<file path="src/hdl/crt_pkg.sv">
// ----------------------------------------------------------------------------
// crt_pkg
// Shared types, codes and constants of the cascadable reload timer.
// ----------------------------------------------------------------------------
package crt_pkg;

   // item command codes
   typedef enum logic [1:0] {
      CMD_TICK  = 2'd0,
      CMD_PULSE = 2'd1,
      CMD_READ  = 2'd2,
      CMD_WRITE = 2'd3
   } cmd_type;

   // bus access size codes
   localparam logic [1:0] SIZE_BYTE = 2'd0;
   localparam logic [1:0] SIZE_HALF = 2'd1;
   localparam logic [1:0] SIZE_WORD = 2'd2;
   localparam logic [1:0] SIZE_NONE = 2'd3;

   // byte offsets within the register
   localparam logic [1:0] OFS_COUNT_LO = 2'd0;
   localparam logic [1:0] OFS_COUNT_HI = 2'd1;
   localparam logic [1:0] OFS_CTRL_LO  = 2'd2;
   localparam logic [1:0] OFS_CTRL_HI  = 2'd3;

   // prescaler select codes
   localparam logic [1:0] PSC_DIV1    = 2'd0;
   localparam logic [1:0] PSC_DIV64   = 2'd1;
   localparam logic [1:0] PSC_DIV256  = 2'd2;
   localparam logic [1:0] PSC_DIV1024 = 2'd3;

   // control bit positions
   localparam int CTRL_CASCADE_BIT = 2;
   localparam int CTRL_START_BIT   = 7;

   // widths
   localparam int COUNT_W    = 16;
   localparam int PRESCALE_W = 10;
   localparam int DIV_W      = PRESCALE_W + 1;
   localparam int DELAY_W    = 2;
   localparam int DATA_W     = 32;

   // ticks from start until prescaled counting begins
   localparam logic [DELAY_W-1:0] START_DELAY_TICKS = 2'd2;

   // one input beat
   typedef struct packed {
      cmd_type           command;
      logic [1:0]        byte_offset;
      logic [1:0]        access_size;
      logic [DATA_W-1:0] write_data;
   } item_type;

   // one result beat
   typedef struct packed {
      logic [DATA_W-1:0] read_data;
      logic              overflow;
   } result_type;

   // prescaler divide ratio
   function automatic logic [DIV_W-1:0] divider(input logic [1:0] sel);
      logic [DIV_W-1:0] d;
      case (sel)
         PSC_DIV1:   d = 11'd1;
         PSC_DIV64:  d = 11'd64;
         PSC_DIV256: d = 11'd256;
         default:    d = 11'd1024;
      endcase
      return d;
   endfunction

endpackage

</file>
<file path="src/hdl/crt_core.sv">
// ----------------------------------------------------------------------------
// crt_core
// Timer state and the update for one beat: tick, cascade pulse, bus read
// or bus write. The result is combinational from the beat.
// ----------------------------------------------------------------------------
module crt_core
   import crt_pkg::*;
(
   input  logic       clock,
   input  logic       reset,
   input  logic       fire,
   input  item_type   item,
   output result_type result
);

   logic [COUNT_W-1:0]    reload_ff, reload_in;
   logic [COUNT_W-1:0]    control_ff, control_in;
   logic [COUNT_W-1:0]    counter_ff, counter_in;
   logic [PRESCALE_W-1:0] presc_ff, presc_in;
   logic [DELAY_W-1:0]    delay_ff, delay_in;

   logic                  was_run, was_casc, new_run, new_casc;
   logic [3:0][7:0]       cur_bytes, new_bytes;
   logic [3:0][7:0]       data_bytes;
   logic [2:0]            span;
   logic [COUNT_W-1:0]    counter_inc;
   logic                  counter_wrap;
   logic [DIV_W-1:0]      presc_next;

   assign was_run      = control_ff[CTRL_START_BIT];
   assign was_casc     = control_ff[CTRL_CASCADE_BIT];
   assign counter_inc  = counter_ff + 16'd1;
   assign counter_wrap = (counter_inc == '0);
   assign presc_next   = {1'b0, presc_ff} + 11'd1;
   assign data_bytes   = item.write_data;
   assign cur_bytes    = {control_ff, reload_ff};

   // bytes covered by the access
   always_comb begin
      case (item.access_size)
         SIZE_BYTE: span = 3'd1;
         SIZE_HALF: span = 3'd2;
         SIZE_WORD: span = 3'd4;
         default:   span = 3'd0;
      endcase
   end

   // byte merge of a write into reload and control
   always_comb begin
      logic [1:0] k;
      new_bytes = cur_bytes;
      for (int p = 0; p < 4; p++) begin
         k = 2'(p) - item.byte_offset;
         if ((2'(p) >= item.byte_offset) && ({1'b0, k} < span)) begin
            new_bytes[p] = data_bytes[k];
         end
      end
   end

   assign new_run  = new_bytes[2][CTRL_START_BIT];
   assign new_casc = new_bytes[2][CTRL_CASCADE_BIT];

   // state update and result
   always_comb begin
      reload_in  = reload_ff;
      control_in = control_ff;
      counter_in = counter_ff;
      presc_in   = presc_ff;
      delay_in   = delay_ff;
      result     = '0;
      unique case (item.command)
         CMD_TICK: begin
            if (was_run && !was_casc) begin
               if (delay_ff != '0) begin
                  delay_in = delay_ff - 2'd1;
               end else if (presc_next >= divider(control_ff[1:0])) begin
                  presc_in        = '0;
                  counter_in      = counter_wrap ? reload_ff : counter_inc;
                  result.overflow = counter_wrap;
               end else begin
                  presc_in = presc_next[PRESCALE_W-1:0];
               end
            end
         end
         CMD_PULSE: begin
            if (was_run && was_casc) begin
               counter_in      = counter_wrap ? reload_ff : counter_inc;
               result.overflow = counter_wrap;
            end
         end
         CMD_READ: begin
            if (item.access_size != SIZE_NONE) begin
               case (item.byte_offset)
                  OFS_COUNT_LO: begin
                     if (item.access_size == SIZE_BYTE) begin
                        result.read_data = {24'd0, counter_ff[7:0]};
                     end else if (item.access_size == SIZE_HALF) begin
                        result.read_data = {16'd0, counter_ff};
                     end else begin
                        result.read_data = {control_ff, counter_ff};
                     end
                  end
                  OFS_COUNT_HI: result.read_data = {24'd0, counter_ff[15:8]};
                  OFS_CTRL_LO: begin
                     if (item.access_size == SIZE_BYTE) begin
                        result.read_data = {24'd0, control_ff[7:0]};
                     end else if (item.access_size == SIZE_HALF) begin
                        result.read_data = {16'd0, control_ff};
                     end
                  end
                  default: result.read_data = {24'd0, control_ff[15:8]};
               endcase
            end
         end
         default: begin
            if (item.access_size != SIZE_NONE) begin
               reload_in  = {new_bytes[1], new_bytes[0]};
               control_in = {new_bytes[3], new_bytes[2]};
               if (was_run && !was_casc && new_casc) begin
                  // counter and prescaler hold
               end else if (was_run && new_run && was_casc && !new_casc) begin
                  presc_in = '0;
                  delay_in = '0;
               end else if (!was_run && new_run) begin
                  counter_in = {new_bytes[1], new_bytes[0]};
                  presc_in   = '0;
                  delay_in   = new_casc ? '0 : START_DELAY_TICKS;
               end else if (was_run && !new_run) begin
                  delay_in = '0;
               end
            end
         end
      endcase
   end

   // timer state registers
   always_ff @(posedge clock) begin
      if (reset) begin
         reload_ff  <= '0;
         control_ff <= '0;
         counter_ff <= '0;
         presc_ff   <= '0;
         delay_ff   <= '0;
      end else if (fire) begin
         reload_ff  <= reload_in;
         control_ff <= control_in;
         counter_ff <= counter_in;
         presc_ff   <= presc_in;
         delay_ff   <= delay_in;
      end
   end

endmodule

</file>
<file path="src/hdl/cascadable_reload_timer_unit.sv">
// ----------------------------------------------------------------------------
// cascadable_reload_timer_unit
// 16-bit prescaled cascadable reload timer, one beat per cycle unless stalled.
// ----------------------------------------------------------------------------
// Each request beat is a clock tick, a cascade pulse, a bus read or a bus
// write of the 4-byte register (low half: counter on reads, reload on writes;
// high half: control), and gives exactly one response beat. The unit takes
// one beat every cycle while the response side does not stall; a beat's
// response shows once it has passed the input and then the result register.
// The timer state updates as the beat moves from the input register into the
// result register. Backpressure on the response side stalls both stages.
module cascadable_reload_timer_unit
   import crt_pkg::*;
(
   input  logic              clock,
   input  logic              reset,
   input  logic              req_valid,
   output logic              req_ready,
   input  logic [1:0]        req_command,
   input  logic [1:0]        req_byte_offset,
   input  logic [1:0]        req_access_size,
   input  logic [DATA_W-1:0] req_write_data,
   output logic              rsp_valid,
   input  logic              rsp_ready,
   output logic [DATA_W-1:0] rsp_read_data,
   output logic              rsp_overflow
);

   logic       stage_v_ff, stage_v_in;
   item_type   stage_ff;
   logic       out_v_ff, out_v_in;
   result_type out_ff;
   result_type core_result;
   logic       advance;
   logic       req_take;

   // pipeline flow
   assign advance   = stage_v_ff && (!out_v_ff || rsp_ready);
   assign req_ready = !stage_v_ff || advance;
   assign req_take  = req_valid && req_ready;

   assign stage_v_in = req_take ? 1'b1 : (advance ? 1'b0 : stage_v_ff);
   assign out_v_in   = advance ? 1'b1 : (rsp_ready ? 1'b0 : out_v_ff);

   // timer core
   crt_core u_core (
      .clock  (clock),
      .reset  (reset),
      .fire   (advance),
      .item   (stage_ff),
      .result (core_result)
   );

   // valid flags
   always_ff @(posedge clock) begin
      if (reset) begin
         stage_v_ff <= 1'b0;
         out_v_ff   <= 1'b0;
      end else begin
         stage_v_ff <= stage_v_in;
         out_v_ff   <= out_v_in;
      end
   end

   // input and result payload registers
   always_ff @(posedge clock) begin
      if (req_take) begin
         stage_ff.command     <= cmd_type'(req_command);
         stage_ff.byte_offset <= req_byte_offset;
         stage_ff.access_size <= req_access_size;
         stage_ff.write_data  <= req_write_data;
      end
      if (advance) begin
         out_ff <= core_result;
      end
   end

   assign rsp_valid     = out_v_ff;
   assign rsp_read_data = out_ff.read_data;
   assign rsp_overflow  = out_ff.overflow;

endmodule

</file>
<file path="config.mk">
export PLATFORM = sky130hd
export DESIGN_NAME = cascadable_reload_timer_unit
export DESIGN_NICKNAME = d
export VERILOG_FILES = /design/src/hdl/crt_pkg.sv /design/src/hdl/crt_core.sv /design/src/hdl/cascadable_reload_timer_unit.sv
export SDC_FILE = /design/constraint.sdc
export NUM_CORES = 1
export LEC_CHECK = 0
export BUFFER_PORTS_ARGS = -buffer_cell sky130_fd_sc_hd__buf_2
export CAP_MARGIN = 10
export CORE_MARGIN = 4
export CORE_UTILIZATION = 35
export CTS_CLUSTER_DIAMETER = 30
export CTS_CLUSTER_SIZE = 8
export DETAILED_ROUTE_END_ITERATION = 8
export PLACE_DENSITY = 0.54
export SETUP_SLACK_MARGIN = 0.5
export SYNTH_ARGS = -nofsm -noshare
export SYNTH_HDL_FRONTEND = slang
export SYNTH_SLANG_ARGS = --single-unit
</file>
<file path="constraint.sdc">
create_clock -name clock -period 8.75 [get_ports clock]
set_input_delay 0.4375 -clock clock [delete_from_list [all_inputs] [get_ports clock]]
set_output_delay 0.4375 -clock clock [all_outputs]
set_load 0.1 [all_outputs]
</file>
### Word level (Yosys, flattened, before mapping)

Cells that the tools add are included.

* output and inout port bits: 35
* register bits after elaboration: 133
* input port bits: 42
* logic and storage cells: 156

* $add $sub $neg: 7
* reductions and logical operators: 44
* muxes and demuxes: 57
* bitwise logic cells: 3
* equality and inequality tests: 17
* magnitude comparators: 13

Operators with widths (count)
* $mux 16: 10
* $mux 32: 3
* $pmux 32 s3: 1
* $mux 10: 7
* $bmux 8 s2: 4
* $mux 8: 7
* $pmux 16 s3: 1
* $mux 11: 3
* $pmux 11 s3: 1
* $pmux 10 s2: 1
* $add 16x1->16 const B: 1
* $logic_not 16->1: 1
* $mux 2: 8
* $logic_and 1x1->1: 14
* $reduce_and 7->1: 2
* $lt 2x3->1: 4
* $lt 2x3->1 const B: 4
* $add 10x1->11 const B: 1
* $ge 11x11->1: 1
* $reduce_and 10->1: 1
* $pmux 3 s3: 1
* $reduce_bool 3->1: 3
* $eq 2x1->1 const B: 4
* $eq 2x2->1 const B: 4
* 22 further kinds: 54

### Depth between registers and ports, before layout

Gate-level depths: netlist of run 1.

* depth after elaboration: 13
* depth in mapped cells: 15
* gate-level depth less buffers: 10

### Cells and area by module

Synthesis of run 1 repeated with hierarchy kept, for this count alone.

* cell total of the unflattened synthesis: 738
* area, all modules: 7203.2 sq um

By module, submodules not included
* crt_core: cells each 657, area an instance 4967.3 sq um, times used 1
* cascadable_reload_timer_unit: cells each 81, area an instance 2235.9 sq um, times used 1

### Worst setup path before layout of run 1

OpenSTA, ideal clock, no wires.

* kind: register to register
* start point: reg out_v_ff, in the netlist rsp_valid
* end point: reg u_core.presc_ff[9]
* arrival: 4.075 ns
* slack: 4.605 ns
* cell stages (with the launch flop): 8
* cell sequence: dfxtp_1 -> nor2b_1 -> nor2b_1 -> o211ai_1 -> or2_1 -> buf_2 -> or4_1 -> a21oi_1

* longest elaborated chain between the ends: 4

Ends and longest elaborated chain
* from (decl): line cascadable_reload_timer_unit.sv:31 `logic out_v_ff, out_v_in;`
* from (signal assigned): line cascadable_reload_timer_unit.sv:61 `out_v_ff <= out_v_in;`
* $logic_not 1->1: line cascadable_reload_timer_unit.sv:38 `assign advance = stage_v_ff && (!out_v_ff || rsp_ready);`
* $logic_or 1x1->1: line cascadable_reload_timer_unit.sv:38
* $logic_and 1x1->1: line cascadable_reload_timer_unit.sv:38
* named net advance: line cascadable_reload_timer_unit.sv:34 `logic advance;`
* $reduce_and 7->1 (no line)
* to (signal assigned): line crt_core.sv:148 `presc_ff <= presc_in;`
* to (decl): line crt_core.sv:19 `logic [PRESCALE_W-1:0] presc_ff, presc_in;`

The timed path passes the listed nets, and every way through them passes these cells.
A chain may end at the register's enable or synchronous reset.

### Worst setup path after layout of run 1

* start point: reg stage_ff[34] (netlist bit)
* end point: reg u_core.presc_ff[9]

* longest elaborated chain between the ends: 11

Ends and longest elaborated chain
* from (decl): line cascadable_reload_timer_unit.sv:30 `item_type stage_ff;`
* $sub 2x2->2: line crt_core.sv:53 `k = 2'(p) - item.byte_offset;`
* $lt 2x3->1 / $bmux 8 s2 (equally long branches): line crt_core.sv:54, crt_core.sv:55
* $logic_and 1x1->1 / $mux 8 (equally long branches): line crt_core.sv:54, crt_core.sv:55
* $mux 8 *: line crt_core.sv:54 `if ((2'(p) >= item.byte_offset) && ({1'b0, k} < span)) begin`
* $logic_and 1x1->1 (3 in series): line crt_core.sv:121 `end else if (was_run && new_run && was_casc && !new_casc) begin`
* $mux 10: line crt_core.sv:121
* $mux 10: line crt_core.sv:119 `if (was_run && !was_casc && new_casc) begin`
* $mux 10: line crt_core.sv:116 `if (item.access_size != SIZE_NONE) begin`
* $pmux 10 s2: line crt_core.sv:71 `unique case (item.command)`

Mark *: on every way between the ends. The rest lies on a longest branch, timed or not. The select of a mux whose other input is x is not followed.

==> results.ini, run 1 <==
[worst_setup_path]
crit_path_start_kind = flop
crit_fanout = 39
worst_ep_required_time_ns = 9.09
regToRegSetupSlack_ns = 4.67
cp-end-kind = flop
cp.arrival_ns = 4.43
crit_type = reg -> reg

[synthesis]
yosys_warnings = 0
syn_avg_cell_area_um2 = 10.02
synth-seq-cells = 133
syn_area_um2 = 7785
synthArstFlopShare_pct = 0
synth_top_area_share_pct = 27.39
synth_fp_nets = 838
netlist_top_cells_area = edfxtp_1 (27%), dfxtp_1 (16%), mux2i_1 (6.0%)
yosysUniqueCellTypes = 77
synth_ff_type = edfxtp_1
yosys.area.top_type = edfxtp_1
synth-seq-area-share_pct = 43.33
synthCells = 777
synth-edff-count = 71

[timing]
min_period_ns = 4.085
fin_crit_sh_pct = 46.68
rsz0062_at_grt = no
slew_viol_final = 0
max_slew.worst_pin.slew_ns = 1.061
hold_viol = 0
max_freq_mhz = 244.8
finalSetupViolations = 0
clock_skew_ns = 0.01161
relSlewSlack_pct = 29.14
tns_ns = 0

[cts]
path_clk_slew_ns = 0.06
post_cts_resized = 0
hold_buffers = 0
htreeDepth = 4
cts-buffers-inserted = 17
cts_root_buf = clkbuf_16
clkLatencyLatePin_ns = 0.42
cts_setup_buffers = 0
cts_tree = yes
clockBufferDepth = 2
clock-sinks = 133

[status]
outcome = finished, final reports clean

[global_route]
grt_usage_pct = 17.87
grt_pass1_vias = 5802
overflow = 0
antenna_found_initial = 0
grt_max_degree = 57
grt_pass1_wl_um = 33910

[floorplan]
die_x_um = 157.1
fp.dieH_um = 157.1
boundaryPins = 77
die-area_um2 = 24690
coreArea_um2 = 21820
std_cell_rows = 54
initial_core_util_pct = 35.67

[final_layout]
postLayoutCellArea_um2 = 8856
nFillCells = 2142
drive_above_1_share_pct = 18.79
fin_nets = 873
synthToLayoutAreaGrowth_pct = 13.76
antenna_cells = 0

[placement]
portBuffers = 76
place_area_um2 = 8263
hpwlAfterDp_um = 15600
gp_congestion = 0.8610

[run]
maxCapViolations = 0

[routing]
drc = 0
ant_nets = 0
drt_pre_antenna_iters = 5
vias_per_cell = 5.673
wirelength_um = 21960
post_drt_wl_per_cell_um = 19.87
drt-initial-drc-count = 614
vias = 6269

[power_and_ir_drop]
power.density_nw_per_um2 = 185.9
power_leakage_nw = 3.146
irDropWorstVdd_v = 0.0001221

[worst_hold_path]
hp-class = in -> reg

==> registers in the layout, summed over array words and instances (netlist names) <==
register / count
u_core.control_ff: 16
u_core.counter_ff: 16
rsp_overflow: 1
stage_ff: 38
u_core.reload_ff: 16
rsp_read_data: 32
u_core.delay_ff: 2
u_core.presc_ff: 10
stage_v_ff: 1
rsp_valid: 1
==> layer usage <==
metal	vias to the layer above	global-route usage (%)	routed length, um
li1	3014	-	-
met1	2995	26.14	10210
met2	233	27.17	10070
met3	27	2.914	1292
met4	0	5.653	378
met5	-	0	0
==> layout by cell type (no fill, tap or decap), types with 7 or more instances in the layout <==
cell type / count
nand3_1: 15
edfxtp_1: 71
inv_1: 29
xnor2_1: 11
o211ai_1: 8
a221oi_1: 16
a21oi_1: 44
dfxtp_1: 62
nor3_1: 23
nand2_1: 60
and2_1: 18
mux4_2: 16
a211oi_1: 23
nor2b_1: 7
a311o_1: 7
nand2b_1: 9
buf_4: 7
mux2i_1: 47
a31oi_1: 9
ha_1: 19
buf_2: 76
o21ai_0: 14
nand4_1: 20
nor2_1: 66
clkbuf_16: 17
==> final cells by class <==
class	count	area (um2)	share of cell area, %
sequential	133	3373	38.09
timing repair buffer	83	432.9	4.888
clock buffer	19	442.9	5.001
multi-input combinational	547	3994	45.10
clock inverter	13	150.1	1.695
tap	280	350.3	3.956
inverter	30	112.6	1.272
==> stage by stage <==
| step | hold slack (ns) | utilization, % | worst slack, ns | instances | power, mW |
|---|---|---|---|---|---|
| floorplan | 0.4402 | - | 4.605 | 777 | 0.8751 |
| detailed placement | 0.4743 | 37.86 | 4.703 | 1073 | 0.9322 |
| global placement | 0.4643 | 37.86 | 4.762 | 1073 | 0.9311 |
| finish | 0.1879 | 40.58 | 4.665 | 1105 | 1.646 |
| global route | 0.1733 | 40.58 | 4.340 | 1105 | 1.704 |
| CTS | 0.1710 | 40.58 | 4.683 | 1105 | 1.657 |
==> kinds of logic (layout without fill, tap and decap cells) <==
kind of cell	after synthesis	in the layout	synth area share [%]
muxes	64	64	10.82
adders and majority gates	19	19	3.054
DFF	133	133	43.33
xor gates and xnor gates	16	16	1.800
buffers and inverters	97	145	5.464
AOI/OAI and AO/OA	188	188	18.05
and+or+nand+nor	260	260	17.49
==> cell usage after synthesis (all sizes together), types with 4 or more instances <==
cell / n
a211oi: 23
a21oi: 45
a221oi: 17
a22o: 6
a311o: 7
a31o: 5
a31oi: 9
a32oi: 6
a41oi: 6
and2: 18
and3: 6
buf: 27
clkbuf: 40
dfxtp: 62
edfxtp: 71
ha: 19
inv: 30
mux2i: 47
mux4: 16
nand2: 60
nand2b: 9
nand3: 17
nand4: 21
nor2: 67
nor2b: 8
nor3: 23
nor4: 8
o211ai: 9
o21a: 5
o21ai: 20
o221ai: 5
o31ai: 7
or3: 4
xnor2: 11
xor2: 5
==> worst max-delay path, cell delays in order, from the launching register on <==
cell and delay (ns):
edfxtp_1 0.32, buf_4 0.48, inv_1 0.15, ha_1 0.73, inv_2 0.20, ha_1 0.34
nor2_1 0.06, o31ai_1 0.34, o211ai_1 0.25, or2_1 0.48, or4_1 0.51, a21oi_1 0.14
==> report_power, final <==
part,total (mW),switching (mW),leakage (nW),internal (mW)
logic,0.219,0.154,1.69,0.0643
clock network,0.726,0.294,0.285,0.432
registers,0.702,0.0204,1.17,0.681
total,1.65,0.468,3.15,1.18
==> path summary, 6_finish.rpt <==
path                                    from                              end  cells after the start
min                        req_write_data[8]            stage_ff[8]$_DFFE_PP_                      1
max                   stage_ff[34]$_DFFE_PP_  u_core.presc_ff[9]$_SDFFE_PP0P_                     11
max reg2reg           stage_ff[34]$_DFFE_PP_  u_core.presc_ff[9]$_SDFFE_PP0P_                     11
min reg2reg  u_core.delay_ff[1]$_SDFFE_PP0P_  u_core.delay_ff[1]$_SDFFE_PP0P_                      2
Note: power is estimated with default switching activity, not from simulation.
==> run 2, diff against run 1 <==
==> constraint.sdc (replaced) <==
create_clock -name clock -period 3.84 [get_ports clock]
set_input_delay 0.192 -clock clock [delete_from_list [all_inputs] [get_ports clock]]
set_output_delay 0.192 -clock clock [all_outputs]
set_load 0.1 [all_outputs]
==> run 2 against run 1 <==
  * Sequential power rose by 130%
  * Critical path depth fell by 4
  * Flip-flop and latch count unchanged
  * Sequential share of layout area is 2.1 points lower
  * Clock power grew 130%
  * First-iteration DRC count decreased by 15%
  * Die area unchanged
  * Via count grew 3.5%
  * Critical endpoint is now u_core.counter_ff[13]$_SDFFE_PP0P_
  * Largest power group unchanged
==> results.ini, run 2 (synthesis results as in run 1) <==
[status]
outcome = finished, final reports clean

[timing]
tns_ns = 0
min_period_ns = 3.197
fin_crit_sh_pct = 83.25
max_slew.worst_pin.slew_ns = 1.075
hold_viol = 0
finalSetupViolations = 0
slew_viol_final = 0
rsz0062_at_grt = no
clock_skew_ns = 0.007600
max_freq_mhz = 312.8
relSlewSlack_pct = 27.83

[worst_setup_path]
crit_fanout = 9
reg2reg_from = u_core.counter_ff[1]$_SDFFE_PP0P_
crit_path_start_kind = flop
r2r_cells = 7
cp-end-kind = flop
worst_ep_required_time_ns = 4.18
regToRegSetupSlack_ns = 0.64
cp.arrival_ns = 3.54
cp-startpoint = u_core.counter_ff[1]$_SDFFE_PP0P_
crit_type = reg -> reg
r2r-end = u_core.counter_ff[13]$_SDFFE_PP0P_

[run]
maxCapViolations = 0

[final_layout]
antenna_cells = 0
nFillCells = 2063
top_register = stage_ff
fin_nets = 927
final_cell_mix = buf_2 (76), edfxtp_1 (71), nor2_1 (66)
largest_reg_flops = 38
final_common_cell = buf_2
final_cell_count_no_fill = 1159
synthToLayoutAreaGrowth_pct = 20.27
drive_above_1_share_pct = 19.45

[power_and_ir_drop]
power_leakage_nw = 3.372
irDropWorstVdd_v = 0.0002991
power.density_nw_per_um2 = 402.7

[floorplan]
fp.dieH_um = 157.1
initial_core_util_pct = 35.67
die_x_um = 157.1
boundaryPins = 77
die-area_um2 = 24690
std_cell_rows = 54
coreArea_um2 = 21820

[worst_hold_path]
hp-start = rsp_ready
hp-class = in -> reg
min_path_cells = 4
min_to = rsp_valid$_SDFFE_PP0P_

[global_route]
grt_usage_pct = 18.09
antenna_found_initial = 0
overflow = 0
grt_max_degree = 56
grt_pass1_vias = 5856
grt_pass1_wl_um = 34620

[routing]
drc = 0
wirelength_um = 22350
post_drt_wl_per_cell_um = 19.29
drt-initial-drc-count = 522
drt_pre_antenna_iters = 5
vias_per_cell = 5.599
vias = 6489
ant_nets = 0

[cts]
clkLatencyLatePin_ns = 0.42
cts_tree = yes
clock-sinks = 133
clockBufferDepth = 2
cts_root_buf = clkbuf_16
cts-buffers-inserted = 17
path_clk_slew_ns = 0.06
htreeDepth = 4

[placement]
portBuffers = 76
hpwlAfterDp_um = 15790
placedCellCount = 1085
gp_congestion = 0.8754

-- run 2: cell types whose count changed in the layout (fill, tap and decap cells not counted) --
cell / before / now
dlygate4sd3_1: 0 / 39
buf_4: 7 / 21
clkinvlp_4: 2 / 4
inv_6: 4 / 2
clkbuf_8: 1 / 0
clkinv_2: 1 / 2
clkinv_4: 4 / 3
ha_1: 19 / 18
ha_2: 0 / 1
inv_8: 0 / 1
o31a_4: 0 / 1
-- run 2: how the worst max path moves through the flow --
stage / slack [ns] / endpoint
2_1_floorplan: 0.50 / u_core.presc_ff[9]$_SDFFE_PP0P_
5_1_grt: 0.50 / u_core.presc_ff[9]$_SDFFE_PP0P_
4_1_cts: 0.57 / u_core.presc_ff[3]$_SDFFE_PP0P_
3_3_place_gp: 0.45 / u_core.counter_ff[1]$_SDFFE_PP0P_
6_report: 0.64 / u_core.counter_ff[13]$_SDFFE_PP0P_
3_5_place_dp: 0.42 / u_core.counter_ff[1]$_SDFFE_PP0P_
-- run 2: repair_timing --
item | 4_1_cts | 5_1_grt
gates resized for setup | 1 | 1
hold endpoints to repair | 39 | 0
hold buffers | 39 | 0
cloned | 0 | 1
pin swaps | 0 | 3
setup endpoints to repair | 6 | 19
setup buffers | 0 | 2
-- run 2: cell type report --
class / instances / area [um2] / area share (%)
multi-input cells: 548 / 4014 / 42.87
flip-flops and latches: 133 / 3373 / 36.03
repair buffers: 136 / 928.4 / 9.916
clock buffers: 18 / 429.2 / 4.584
well taps: 280 / 350.3 / 3.742
clock inverters: 14 / 155.1 / 1.657
inverters: 30 / 112.6 / 1.203
-- run 2: power breakdown --
group	switching, mW	total (mW)	internal (mW)
logic	0.357	0.535	0.178
registers	0.0446	1.60	1.55
clock network	0.675	1.64	0.964
-- run 2: critical path, cell delays in order, from the launching register on --
cell       delay, ns
dfxtp_1         0.52
ha_1            0.33
nand3_2         0.26
nor4_4          0.41
o211ai_1        0.26
a2111oi_4       0.82
a211oi_1        0.27
o221ai_1        0.23
-- run 2: stage by stage --
step           utilization (%)  cell area (um2)  hold WS [ns]  setup slack (ns)  total power [mW]
6_report                 42.90             9363        0.1271            0.6434             3.770
5_1_grt                  42.90             9363        0.1569            0.4992             3.905
4_1_cts                  42.78             9335        0.1236            0.5661             3.791
3_5_place_dp             38.28             8353        0.3701            0.4193             2.130
3_3_place_gp             38.28             8353        0.3680            0.4462             2.129
2_1_floorplan                -             7810        0.2909            0.5013             1.996
-- run 2: per-layer routing --
layer	track usage (%)	wire length [um]	vias up
li1	-	-	3132
met1	26.89	10750	3117
met2	27.39	10130	217
met3	3.134	1166	23
met4	4.670	316	0
met5	0	0	-
==> run 3, diff against run 2 <==
==> constraint.sdc (replaced) <==
create_clock -name clock -period 3.29 [get_ports clock]
set_input_delay 0.1645 -clock clock [delete_from_list [all_inputs] [get_ports clock]]
set_output_delay 0.1645 -clock clock [all_outputs]
set_load 0.1 [all_outputs]
==> run 3 against run 2 <==
  * Clock skew is 0.0033 ns higher
  * Via count is 3.4% higher
  * Worst hold slack worse by 0.028 ns
  * Clock power is 9% higher
  * Routed wire length is 4.3% higher
  * Worst setup slack worse by 0.19 ns
  * Power is 15% higher
  * Critical path depth is 4 higher
  * Sequential share of layout area is 1.6 points lower
  * Count of clock-buffer cells in the layout is 1 higher
  * Fmax is 13% higher
==> results.ini, run 3 (synthesis results as in run 1) <==
[worst_setup_path]
path_buf_inv = 2
crit_family = simple AND/OR/NAND/NOR gates
worst_ep_required_time_ns = 3.58
cp_slowest_cell = or4b_4
reg2reg_from = u_core.presc_ff[5]$_SDFFE_PP0P_
crit_type = reg -> reg
cp_slowest_stage_delay_ns = 0.54
regToRegSetupSlack_ns = 0.45
cp_cell_sequence = and3_4, nand3_4, xnor2_2, ha_2, or4b_4, a2111oi_4, buf_4, o31ai_4, o211ai_4, buf_6, o221ai_2
crit_fanout = 6
cp-end-kind = flop
r2r-end = u_core.counter_ff[13]$_SDFFE_PP0P_
crit_path_start_kind = flop
cp.arrival_ns = 3.13
r2r_cells = 11

[run]
maxCapViolations = 0

[status]
outcome = finished, final reports clean

[routing]
vias_per_cell = 5.586
drt_pre_antenna_iters = 5
vias = 6709
post_drt_wl_per_cell_um = 19.42
wirelength_um = 23320
ant_nets = 0
drc = 0
drt-initial-drc-count = 588

[timing]
layout_setup_ws_ns = 0.4544
finalSetupViolations = 0
slew_viol_final = 0
relSlewSlack_pct = 43.35
rsz0062_at_grt = yes
hold_viol = 0
clock_skew_ns = 0.01090
min_period_ns = 2.836
max_slew.worst_pin.slew_ns = 0.8498
hold_ws_ns = 0.09922
max_freq_mhz = 352.7
fin_crit_sh_pct = 86.19
tns_ns = 0

[cts]
clock-sinks = 133
htreeDepth = 4
path_clk_slew_ns = 0.06
cts_root_buf = clkbuf_16
clockBufferDepth = 2
clkLatencyLatePin_ns = 0.42
cts-buffers-inserted = 17
cts_tree = yes

[final_layout]
drive_above_1_share_pct = 26.49
final_cell_mix = buf_2 (76), edfxtp_1 (71), nor2_1 (65)
synthToLayoutAreaGrowth_pct = 26.60
multiInputGateArea_um2 = 4175
final_common_cell = buf_2
fin_nets = 969
nFillCells = 2059
top_register = stage_ff
antenna_cells = 0
largest_reg_flops = 38
final_util_pct = 45.16
final_cell_count_no_fill = 1201
final-seq-area_um2 = 3393
postLayoutCellArea_um2 = 9856

[global_route]
grt_pass1_vias = 6363
grt_usage_pct = 18.95
antenna_found_initial = 0
grt_max_degree = 56
overflow = 0
grt_pass1_wl_um = 36210

[floorplan]
std_cell_rows = 54
boundaryPins = 77
die-area_um2 = 24690
die_x_um = 157.1
initial_core_util_pct = 35.67
coreArea_um2 = 21820
fp.dieH_um = 157.1

[worst_hold_path]
min_path_cells = 4
hp-start = rsp_ready
hp-class = in -> reg
min_to = rsp_valid$_SDFFE_PP0P_

[power_and_ir_drop]
power_leakage_nw = 3.593
irDropWorstVdd_v = 0.0003546
power.total_mw = 4.319
power.density_nw_per_um2 = 438.2

[placement]
placedCellCount = 1101
pre_cts_slack_ns = 0.2206
place_area_um2 = 8519
gp_congestion = 0.8914
portBuffers = 76
hpwlAfterDp_um = 16700

==> run 3: final cells by class <==
class	instances	share of cell area, %
Clock buffer	19	4.393
Clock inverter	13	1.130
Inverter	30	1.219
Multi-Input combinational cell	547	42.36
Sequential cell	133	34.43
Tap cell	280	3.555
Timing Repair Buffer	179	12.91
==> run 3: worst max-delay path by stage <==
stage | startpoint | end | slack [ns] | depth (start not counted)
floorplan | stage_ff[34]$_DFFE_PP_ | u_core.presc_ff[9]$_SDFFE_PP0P_ | 0.21 | 13
global placement | u_core.presc_ff[3]$_SDFFE_PP0P_ | u_core.counter_ff[0]$_SDFFE_PP0P_ | 0.27 | 10
detailed placement | u_core.presc_ff[1]$_SDFFE_PP0P_ | u_core.presc_ff[5]$_SDFFE_PP0P_ | 0.22 | 10
finish | u_core.presc_ff[5]$_SDFFE_PP0P_ | u_core.counter_ff[13]$_SDFFE_PP0P_ | 0.45 | 11
CTS | u_core.presc_ff[5]$_SDFFE_PP0P_ | u_core.counter_ff[0]$_SDFFE_PP0P_ | 0.49 | 10
global route | u_core.presc_ff[5]$_SDFFE_PP0P_ | u_core.counter_ff[13]$_SDFFE_PP0P_ | 0.37 | 11
==> run 3: worst register-to-register path: stages (launching register included) <==
cell and delay, ns:
dfxtp_4 0.38, and3_4 0.20, nand3_4 0.08, xnor2_2 0.16, ha_2 0.20, or4b_4 0.54
a2111oi_4 0.38, buf_4 0.19, o31ai_4 0.09, o211ai_4 0.25, buf_6 0.15, o221ai_2 0.09
==> run 3: timing repair <==
action	in CTS	in global routing
pin swaps	5	12
resized for setup	14	30
setup buffers	5	24
hold buffers	39	0
setup endpoints to repair	26	38
hold endpoints to repair	39	0
==> run 3: routing by layer <==
| layer | GRT usage (%) | share of wire [%] |
|---|---|---|
| met1 | 26.48 | 46 |
| met2 | 29.42 | 46 |
| met3 | 4.069 | 6.1 |
| met4 | 6.186 | 1.9 |
| met5 | 0 | 0 |
==> run 3: where the power goes <==
part | switching (mW) | internal (mW)
combinational | 0.442 | 0.241
sequential | 0.0477 | 1.81
clock | 0.748 | 1.03
total | 1.24 | 3.08
